[config.mk]
export PLATFORM = sky130hd
export DESIGN_NAME = tlpw_front
export DESIGN_NICKNAME = d
export VERILOG_FILES = /design/src/tlpw_pkg.sv /design/src/tlpw_front.sv
export SDC_FILE = /design/constraint.sdc
export NUM_CORES = 1
export LEC_CHECK = 0
export ABC_AREA = 1
export ABC_CLOCK_PERIOD_IN_PS = 8200
export BUFFER_PORTS_ARGS = -buffer_cell sky130_fd_sc_hd__buf_2
export CORE_MARGIN = 5
export CORE_UTILIZATION = 55
export CTS_BUF_LIST = sky130_fd_sc_hd__clkbuf_2 sky130_fd_sc_hd__clkbuf_4 sky130_fd_sc_hd__clkbuf_8
export DETAILED_ROUTE_END_ITERATION = 8
export PLACE_DENSITY = 0.87
export SLEW_MARGIN = 25
export SYNTH_ARGS = -nofsm -noshare
export SYNTH_HDL_FRONTEND = slang
export SYNTH_SLANG_ARGS = --single-unit
[constraint.sdc]
create_clock -name clk -period 8.2 [get_ports clk]
set_clock_uncertainty 0.15 [all_clocks]
set_input_delay 0.41 -clock clk [delete_from_list [all_inputs] [get_ports clk]]
set_output_delay 0.41 -clock clk [all_outputs]
set_load 0.01 [all_outputs]
[src/tlpw_pkg.sv]
// Package for the two-level page table walker.
// Holds item, result, operation and state types, command, access, status and entry-bit codes, and sizes.
// Used by tlpw_front, tlpw_back and the top unit; depends on nothing.
`default_nettype none

package tlpw_pkg;

  localparam int MAX_PHYS_PAGES_DEF = 16;
  localparam int PAGE_BYTES         = 4096;
  localparam int WORDS_PER_PAGE     = PAGE_BYTES / 4;
  localparam int WADDR_W            = 20;
  localparam int QUEUE_DEPTH        = 2;

  localparam logic [4:0] PAGE_COUNT_RESET = 5'd16;

  localparam logic [1:0] CMD_WRITE     = 2'd0;
  localparam logic [1:0] CMD_READ      = 2'd1;
  localparam logic [1:0] CMD_TRANSLATE = 2'd2;

  localparam logic [1:0] ACC_READ  = 2'd0;
  localparam logic [1:0] ACC_WRITE = 2'd1;
  localparam logic [1:0] ACC_EXEC  = 2'd2;

  localparam int BIT_VALID    = 0;
  localparam int BIT_PRESENT  = 1;
  localparam int BIT_READ     = 2;
  localparam int BIT_WRITE    = 3;
  localparam int BIT_EXEC     = 4;
  localparam int BIT_USER     = 5;
  localparam int BIT_ACCESSED = 6;

  typedef enum logic [1:0] {
    ST_OK          = 2'd0,
    ST_BAD_ADDR    = 2'd1,
    ST_BAD_PERM    = 2'd2,
    ST_NOT_PRESENT = 2'd3
  } status_t;

  typedef enum logic [1:0] {
    OP_WRITE,
    OP_READ,
    OP_WALK,
    OP_FAIL
  } op_kind_t;

  typedef enum logic [1:0] {
    B_IDLE,
    B_RDATA,
    B_DIR,
    B_LEAF
  } back_state_t;

  typedef struct packed {
    logic [1:0]  command;
    logic [13:0] word_index;
    logic [31:0] write_data;
    logic [31:0] root_table;
    logic [31:0] virt_addr;
    logic [1:0]  access_kind;
    logic        user_mode;
  } in_item_t;

  typedef struct packed {
    status_t     status;
    logic [31:0] trans_addr;
    logic [31:0] read_data;
  } out_item_t;

  typedef struct packed {
    op_kind_t           kind;
    logic [WADDR_W-1:0] word_addr;
    logic [31:0]        write_data;
    logic [9:0]         leaf_index;
    logic [11:0]        offset;
    logic [1:0]         access_kind;
    logic               user_mode;
  } op_t;

endpackage

`default_nettype wire

[src/tlpw_front.sv]
// Front part: accepts items, classifies them into operations and queues them.
// Depends on tlpw_pkg.
`default_nettype none

module tlpw_front #(
  parameter int MAX_PHYS_PAGES = tlpw_pkg::MAX_PHYS_PAGES_DEF
) (
  input  wire logic              clk,
  input  wire logic              rst,
  input  wire logic              push,
  output logic                   full,
  input  wire tlpw_pkg::in_item_t request,
  input  wire logic [4:0]        page_limit,
  output logic                   head_valid,
  output tlpw_pkg::op_t          head,
  input  wire logic              deq
);

  localparam int MEM_WORDS = MAX_PHYS_PAGES * tlpw_pkg::WORDS_PER_PAGE;
  localparam int DEPTH     = tlpw_pkg::QUEUE_DEPTH;
  localparam int PTR_W     = $clog2(DEPTH);
  localparam int CNT_W     = $clog2(DEPTH + 1);

  tlpw_pkg::op_t    queue [DEPTH];
  logic [PTR_W-1:0] wr_ptr;
  logic [PTR_W-1:0] rd_ptr;
  logic [CNT_W-1:0] count;
  tlpw_pkg::op_t    op_in;
  logic             widx_ok;
  logic             root_ok;
  logic             accept;

  assign accept     = push && !full;
  assign full       = (count == CNT_W'(DEPTH));
  assign head_valid = (count != '0);
  assign head       = queue[rd_ptr];

  assign widx_ok = (32'(request.word_index) < 32'(MEM_WORDS));
  assign root_ok = (request.root_table[11:0] == 12'd0) &&
                   (request.root_table[31:12] < {15'd0, page_limit});

  always_comb begin
    op_in             = '0;
    op_in.write_data  = request.write_data;
    op_in.leaf_index  = request.virt_addr[21:12];
    op_in.offset      = request.virt_addr[11:0];
    op_in.access_kind = request.access_kind;
    op_in.user_mode   = request.user_mode;
    op_in.word_addr   = tlpw_pkg::WADDR_W'(request.word_index);
    unique case (request.command)
      tlpw_pkg::CMD_WRITE: begin
        op_in.kind = widx_ok ? tlpw_pkg::OP_WRITE : tlpw_pkg::OP_FAIL;
      end
      tlpw_pkg::CMD_READ: begin
        op_in.kind = widx_ok ? tlpw_pkg::OP_READ : tlpw_pkg::OP_FAIL;
      end
      tlpw_pkg::CMD_TRANSLATE: begin
        op_in.kind      = root_ok ? tlpw_pkg::OP_WALK : tlpw_pkg::OP_FAIL;
        op_in.word_addr = {request.root_table[21:12], request.virt_addr[31:22]};
      end
      default: begin
        op_in.kind = tlpw_pkg::OP_FAIL;
      end
    endcase
  end

  always_ff @(posedge clk) begin
    if (accept) begin
      queue[wr_ptr] <= op_in;
    end
  end

  always_ff @(posedge clk) begin
    if (rst) begin
      wr_ptr <= '0;
      rd_ptr <= '0;
      count  <= '0;
    end else begin
      if (accept) begin
        wr_ptr <= (wr_ptr == PTR_W'(DEPTH - 1)) ? '0 : wr_ptr + PTR_W'(1);
      end
      if (deq) begin
        rd_ptr <= (rd_ptr == PTR_W'(DEPTH - 1)) ? '0 : rd_ptr + PTR_W'(1);
      end
      if (accept && !deq) begin
        count <= count + CNT_W'(1);
      end else if (deq && !accept) begin
        count <= count - CNT_W'(1);
      end
    end
  end

`ifndef SYNTHESIS
  a_count_grows: assert property (@(posedge clk) disable iff (rst)
    (accept && !deq) |=> (count == $past(count) + CNT_W'(1)))
    else $error("queue count did not advance on accepted item");
`endif

endmodule

`default_nettype wire

# Word level (Yosys, flattened, before mapping)
# Memory sizes are Yosys's and may differ from the RTL's. A register that Yosys moved wholly into a read port is not among the register bits.
# Cells that the tools add are included.
[word_totals]
reg_bits = 4
ramBits = 158
output_inout_bits = 81
elab_cells = 34
n_memories = 1
[mem_list]
columns = ["memory", "depth", "width", "rd", "rd_clocked_by_memory_dff", "wr", "line", "rtl"]
rows = [
  ["queue", 2, 79, 1, 1, 1, "tlpw_front.sv:24", "tlpw_pkg::op_t queue [DEPTH];"],
]
[classes]
n_addsub = 4
order_cmp = 1
eq_ne = 3
mux = 11
n_reduce_logical = 11
[ops]
columns = ["operator", "n"]
rows = [
  ["20-bit by 5-bit less-than comparator with 1-bit output", 1],
  ["20-bit two-way mux", 1],
  ["12-bit zero test", 1],
  ["1-bit two-way mux", 7],
  ["2-bit one-hot mux with 3 select lines", 1],
  ["2-bit == test, second input constant", 2],
  ["1-bit logical AND", 4],
  ["2-bit two-way mux", 2],
  ["2-bit nonzero test", 2],
  ["1-bit zero test", 3],
  ["1-bit adder, second input constant", 2],
  ["2-bit by 1-bit adder with 2-bit output, second input constant", 1],
  ["2-bit by 1-bit == test with 1-bit output, second input constant", 1],
  ["2-bit zero test", 1],
  ["2-bit by 1-bit subtractor with 2-bit output, second input constant", 1],
]

# Longest topological paths before layout
# Gate-level depths: netlist of run 1.
[depth]
depth_word = 7
depth_mapped = 10
ltp_nobuf = 10

# Worst setup path before layout of run 1
# OpenSTA, ideal clock, no wires.
[synth_timing]
path_kind = "input to register"
start = "input push"
end = "memory queue[1][0] (netlist name), enable pin"
arrival_time_ns = 3.869
t_required_ns = 7.531
path_slack_ns = 3.663
stages = 2
n_path_buf = 0
path_cell_list = "o21ai_0 nor2_1"
[synth_between]
elab_chain_len = 3
[synth_rtl]
columns = ["item", "line", "rtl"]
rows = [
  ["start, declared", "tlpw_front.sv:10", "input wire logic push,"],
  ["1-bit logical AND", "tlpw_front.sv:33", "assign accept = push && !full;"],
  ["1-bit two-way mux", "tlpw_front.sv:68", "if (accept) begin"],
  ["1-bit two-way mux (implied by the code)", "tlpw_front.sv:69", "queue[wr_ptr] <= op_in;"],
  ["end, declared", "tlpw_front.sv:24", ""],
]
# No other way between the ends.

==> run metrics, run 1 <==
GR Overflow Total 0; Mapped Nets 485; Max VDD drop about 0.17 mV; CP cell instances buf_16 -> mux2_2 -> buf_2; Worst Path Required 7.64 ns; initial antenna violation count 1; DRC violations left 0; vias per cell 5.05; H-tree depth 4; Hold Fails Final Rpt 0; Worst path slowest cell dfxtp_4; post-synthesis simple-gate area fraction 0.0323; Worst-Skew Late Latency 0.43 ns; Pins Over Slew Limit 0; core footprint 11400 um2; CP max stage delay 0.67 ns; Num CTS Buffers 17; PwrDens 218 nW/um2; leading area contributor after synthesis edfxtp_1; total number of vias 3927; critical path fanouts, max 50; RSZ-0062 raised after global routing no; LEAKAGE 3.38 nW; WHS roughly 0.039 ns; largest family of logic cells by synthesized area multiplexers; post-synthesis instance total 356; post-synth cell types 18; Worst Setup Start Kind register; full die area between 10000 and 15000 um2; compound-gate portion of the synthesized area 0.00782; Max-cap violations 0; Placer Congestion between 0.7 and 0.8; Syn-to-layout area delta 32.6%; layout cells sized above 1 0.527; share of the yosys chip area belonging to registers 0.757; TritonCTS Sinks 163; WL/cell roughly 17 um; setup bufs post-CTS 0; # setup viols final 0; Longest Clk Path Bufs 2; Post-Synth Adder-Cell Area 0.00978; cell family with most CP delay flip-flops; Crit path buffers/inverters 2; Yosys reg bits between 150 and 200; Crit Path Category register to primary output; initial drt markers 231; outcome complete, no violations; HPWL after DPL 8750 um; Die X 118 um; largest net degree at the start of global routing 80; vias in the first global route 4078; TritonCTS clock tree done; cts repair resizes 0; WP data arrival around 2.0 ns; Post-Synth XOR/XNOR Area 0.00137; Clock transition at path regs 0.09 ns; Fillers 673; Worst Max-Slew Pin Slew just over 0.8 ns; Core Rows 39; Ports slightly above 200; # nets final 750; fin crit period ~2.6 ns; Buffers on Ports 204; Slew HR 0.454; Ys Warns 0; mapped cell area approximately 6400 um2; Max Clk Rate 0.389 GHz; total track usage 0.187; Synth Area per Inst 18.0 um2; DIE HEIGHT 118 um; Post-Route WL 13500 um; top post-synthesis cells by area edfxtp_1, mux2_2, mux2_4; post-synth top area share 0.741; mux share of post-synthesis cell area 0.168; Hold Path Class input port to register; 1st-pass router iterations 4; crit share post-route 0.313; CTS root buf clkbuf_8; Final ANT Viol Nets 0; global-route wire length before repair 20400 um; TNS Setup 0 ns; Initial Utilization 0.560; CP Capture Type primary output
-- placed cells by master, fill, tap and decap left out, drive strengths merged --
| cell type | count |
|---|---|
| and2 | 1 |
| clkinv | 6 |
| o21ai | 3 |
| clkbuf | 18 |
| mux2 | 92 |
| edfxtp | 158 |
| ha | 5 |
| inv | 23 |
| clkinvlp | 4 |
| nand2 | 21 |
| dlygate4sd3 | 50 |
| bufinv | 1 |
| diode | 1 |
| buf | 208 |
| xnor2 | 1 |
| a21oi | 4 |
| o21bai | 1 |
| dfxtp | 5 |
| nor3 | 1 |
| nor2 | 31 |
| o21a | 1 |
-- worst register-to-register path, stage by stage, from the launching register on --
cell and delay [ns]:
dfxtp_1 0.32, inv_1 0.13, o21ai_0 0.26, nor2_4 0.38
buf_12 0.25, buf_4 0.53
-- metrics by stage --
stage	utilization	worst slack, ns	cell area, um2	instances	power (mW)
floorplan	-	3.66	6400	356	1.19
global placement	0.662	5.42	7550	693	1.29
detailed placement	0.664	5.33	7580	694	1.31
CTS	0.728	5.37	8320	762	1.85
global route	0.743	5.53	8480	778	1.92
finish	0.743	5.63	8480	778	1.85
-- kinds of logic after synthesis --
group	Yosys count
DFF	163
muxes	92
and+or+nand+nor	54
buffers and inverters	32
AOI/OAI and AO/OA	9
adders and majority gates	5
xor gates and xnor gates	1
-- worst paths after layout --
check | start | end | slack [ns] | cells past startpoint
max | register | head[31] | 5.63 | 3
min | request[85] | queue[1][43]$_DFFE_PP_ | 0.04 | 1
max reg2reg | count[1]$_SDFFE_PP0P_ | queue[1][30]$_DFFE_PP_ | 5.77 | 5
min reg2reg | wr_ptr$_SDFFE_PP0P_ | wr_ptr$_SDFFE_PP0P_ | 0.42 | 2
-- routing by layer --
layer	up-vias	global-route usage	wire (um)
met3	17	0.0692	1030
met2	177	0.311	6840
met1	1880	0.227	5440
li1	1853	-	-
met5	-	0	0
met4	0	0.0588	199
-- final cells by class --
| class | instances | area, um2 | area share |
|---|---|---|---|
| Clock inverter | 14 | 131 | 0.0155 |
| Inverter | 20 | 75.1 | 0.00885 |
| Timing Repair Buffer | 258 | 1590 | 0.187 |
| Sequential cell | 163 | 4850 | 0.572 |
| Antenna cell | 1 | 2.50 | 0.000295 |
| Multi-Input combinational cell | 161 | 1420 | 0.167 |
| Tap cell | 143 | 179 | 0.0211 |
| Clock buffer | 18 | 241 | 0.0285 |
-- Yosys cell counts (all sizes together) --
| cell | n |
|---|---|
| edfxtp | 158 |
| mux2 | 92 |
| nor2 | 31 |
| nand2 | 21 |
| inv | 20 |
| buf | 11 |
| dfxtp | 5 |
| ha | 5 |
| a21oi | 4 |
| o21ai | 3 |
| and2 | 1 |
| clkbuf | 1 |
| nor3 | 1 |
| o21a | 1 |
| o21bai | 1 |
| xnor2 | 1 |
-- registers in the layout (all words and copies together), names as in the netlist, named ones only --
register,count
queue,158
count,2
rd_ptr,1
wr_ptr,1
-- report_power, final --
| group | internal, mW | leakage (nW) | switching (mW) |
|---|---|---|---|
| sequential | 0.994 | 1.52 | 0.0241 |
| clock | 0.247 | 0.180 | 0.292 |
| combinational | 0.142 | 1.69 | 0.147 |
-- what timing repair did --
| action | CTS | global route |
|---|---|---|
| hold endpoints to repair | 70 | 27 |
| hold buffers | 36 | 14 |
| endpoints found under the setup margin | 0 | 0 |
Note: power is estimated with default switching activity, not from simulation.
==> inputs of run 2 (changes only) <==
Settings changed: ABC_CLOCK_PERIOD_IN_PS 8200 to 2100, CORE_UTILIZATION 55 to 47, PLACE_DENSITY 0.87 to 0.8.
Clock period 8.2 ns to 2.1 ns, I/O delays scaled along.
==> run metrics, run 2 (same netlist as run 1, synthesis figures left out) <==
Slew HR 0.755; setup bufs post-CTS 0; Max VDD drop roughly 0.43 mV; crit path from request[114]; total track usage 0.183; critical path fanouts, max 16; Pins Over Slew Limit 0; Worst Path Required 2.14 ns; LEAKAGE 3.66 nW; most frequent CP cell dlygate4sd3_1; fin crit period 1.87 ns; TritonCTS Sinks 163; largest net degree at the start of global routing 44; Syn-to-layout area delta 43.4%; Largest register FFs 158; PwrDens 859 nW/um2; Antenna diodes 0; initial antenna violation count 0; Die X between 100 and 150 um; 1st-pass router iterations 4; Final ANT Viol Nets 0; H-tree depth 4; vias in the first global route 4627; # nets final 800; WP data arrival 1.91 ns; # setup viols final 0; Hold Path Class input port to register; Worst Setup Start Kind input port; outcome complete, no violations; layout cells sized above 1 0.499; Clock transition at path regs 0.09 ns; most common cell after layout, fill and taps aside buf_2; full die area 16000 um2; WHS roughly 0.13 ns; Hold Fails Final Rpt 0; dpl cells 731; HPWL after DPL 8950 um; RSZ-0062 raised after global routing no; Buffers on Ports 204; Initial Utilization 0.481; GR Overflow Total 0; TritonCTS clock tree done; min-delay src request[61]; Reg with most FFs queue; Worst Max-Slew Pin Slew 0.367 ns; core footprint between 10000 and 15000 um2; WL/cell 16.9 um; Placer Congestion 0.762; CP max stage delay 0.61 ns; reg-to-reg startpoint count[1]$_SDFFE_PP0P_; CTS root buf clkbuf_8; Worst path slowest cell dlygate4sd3_1; Longest Clk Path Bufs 2; crit share post-route 0.888; Max Clk Rate 0.536 GHz; Core Rows 42; Layout Cells excl Fill 860; DIE HEIGHT 127 um; Max-cap violations 0; global-route wire length before repair 22900 um; Largest regs queue x158, count x2; Ports 205; commonest non-fill, non-tap cells in the layout buf_2, edfxtp_1, dlygate4sd3_1; vias per cell ~4.8; Worst-Skew Late Latency 0.44 ns; DRC violations left 0; Num CTS Buffers 17; initial drt markers 207; CP Capture Type register; total number of vias 4129; Crit Path Category input port to register; CP cell instances dlygate4sd3_1 -> buf_2 -> nand2_2 -> o21ai_0 -> dlygate4sd3_1; Total Power 7.88 mW; Post-Route WL around 15000 um
==> run 2: cell type report <==
class                           count  area (um2)
Sequential cell                   163        4850
Fill cell                         866        4120
Timing Repair Buffer              308        2120
Multi-Input combinational cell    161        1430
Clock buffer                       19         249
Clock inverter                     13         229
Tap cell                          176         220
Inverter                           20        75.1
==> run 2: final timing paths <==
check                            to  slack, ns  depth (start not counted)
max          queue[1][67]$_DFFE_PP_       0.23                          5
min          queue[1][77]$_DFFE_PP_       0.13                          9
max reg2reg   count[1]$_SDFFE_PP0P_       0.32                          8
min reg2reg     rd_ptr$_SDFFE_PP0P_       0.39                          2
==> run 2: power by group <==
part | switching, mW | internal (mW) | leakage [nW]
sequential | 0.0686 | 3.88 | 1.52
clock | 1.11 | 1.56 | 0.231
combinational | 0.622 | 0.644 | 1.91
==> run 2: what timing repair did <==
| action | CTS | global route |
|---|---|---|
| gates resized for setup | 0 | 1 |
| hold buffers | 97 | 0 |
| hold endpoints to repair | 163 | 0 |
| endpoints found under the setup margin | 0 | 2 |
==> run 2: metrics by stage <==
step                setup slack [ns]  instance area (um2)   util  TNS, ns
floorplan                     -0.120                 6430      -   -16.42
detailed placement             0.386                 7720  0.581        0
global route                   0.162                 9170  0.690        0
CTS                            0.187                 9170  0.690        0
global placement               0.466                 7720  0.581        0
finish                         0.235                 9170  0.690        0
==> run 2: layer usage <==
metal / up-vias / part of all wire / global-route usage
li1: 1951 / - / -
met1: 1983 / 0.37 / 0.197
met2: 174 / 0.54 / 0.338
met3: 21 / 0.071 / 0.0538
met4: 0 / 0.019 / 0.0694
met5: - / 0 / 0
==> run 2: worst max-delay path: cells and delay by family <==
kind	cells	cell delay (ns)
AND/OR/NAND/NOR	1	0.30
AO/OA/AOI/OAI	1	0.18
buffers and inverters	3	1.32
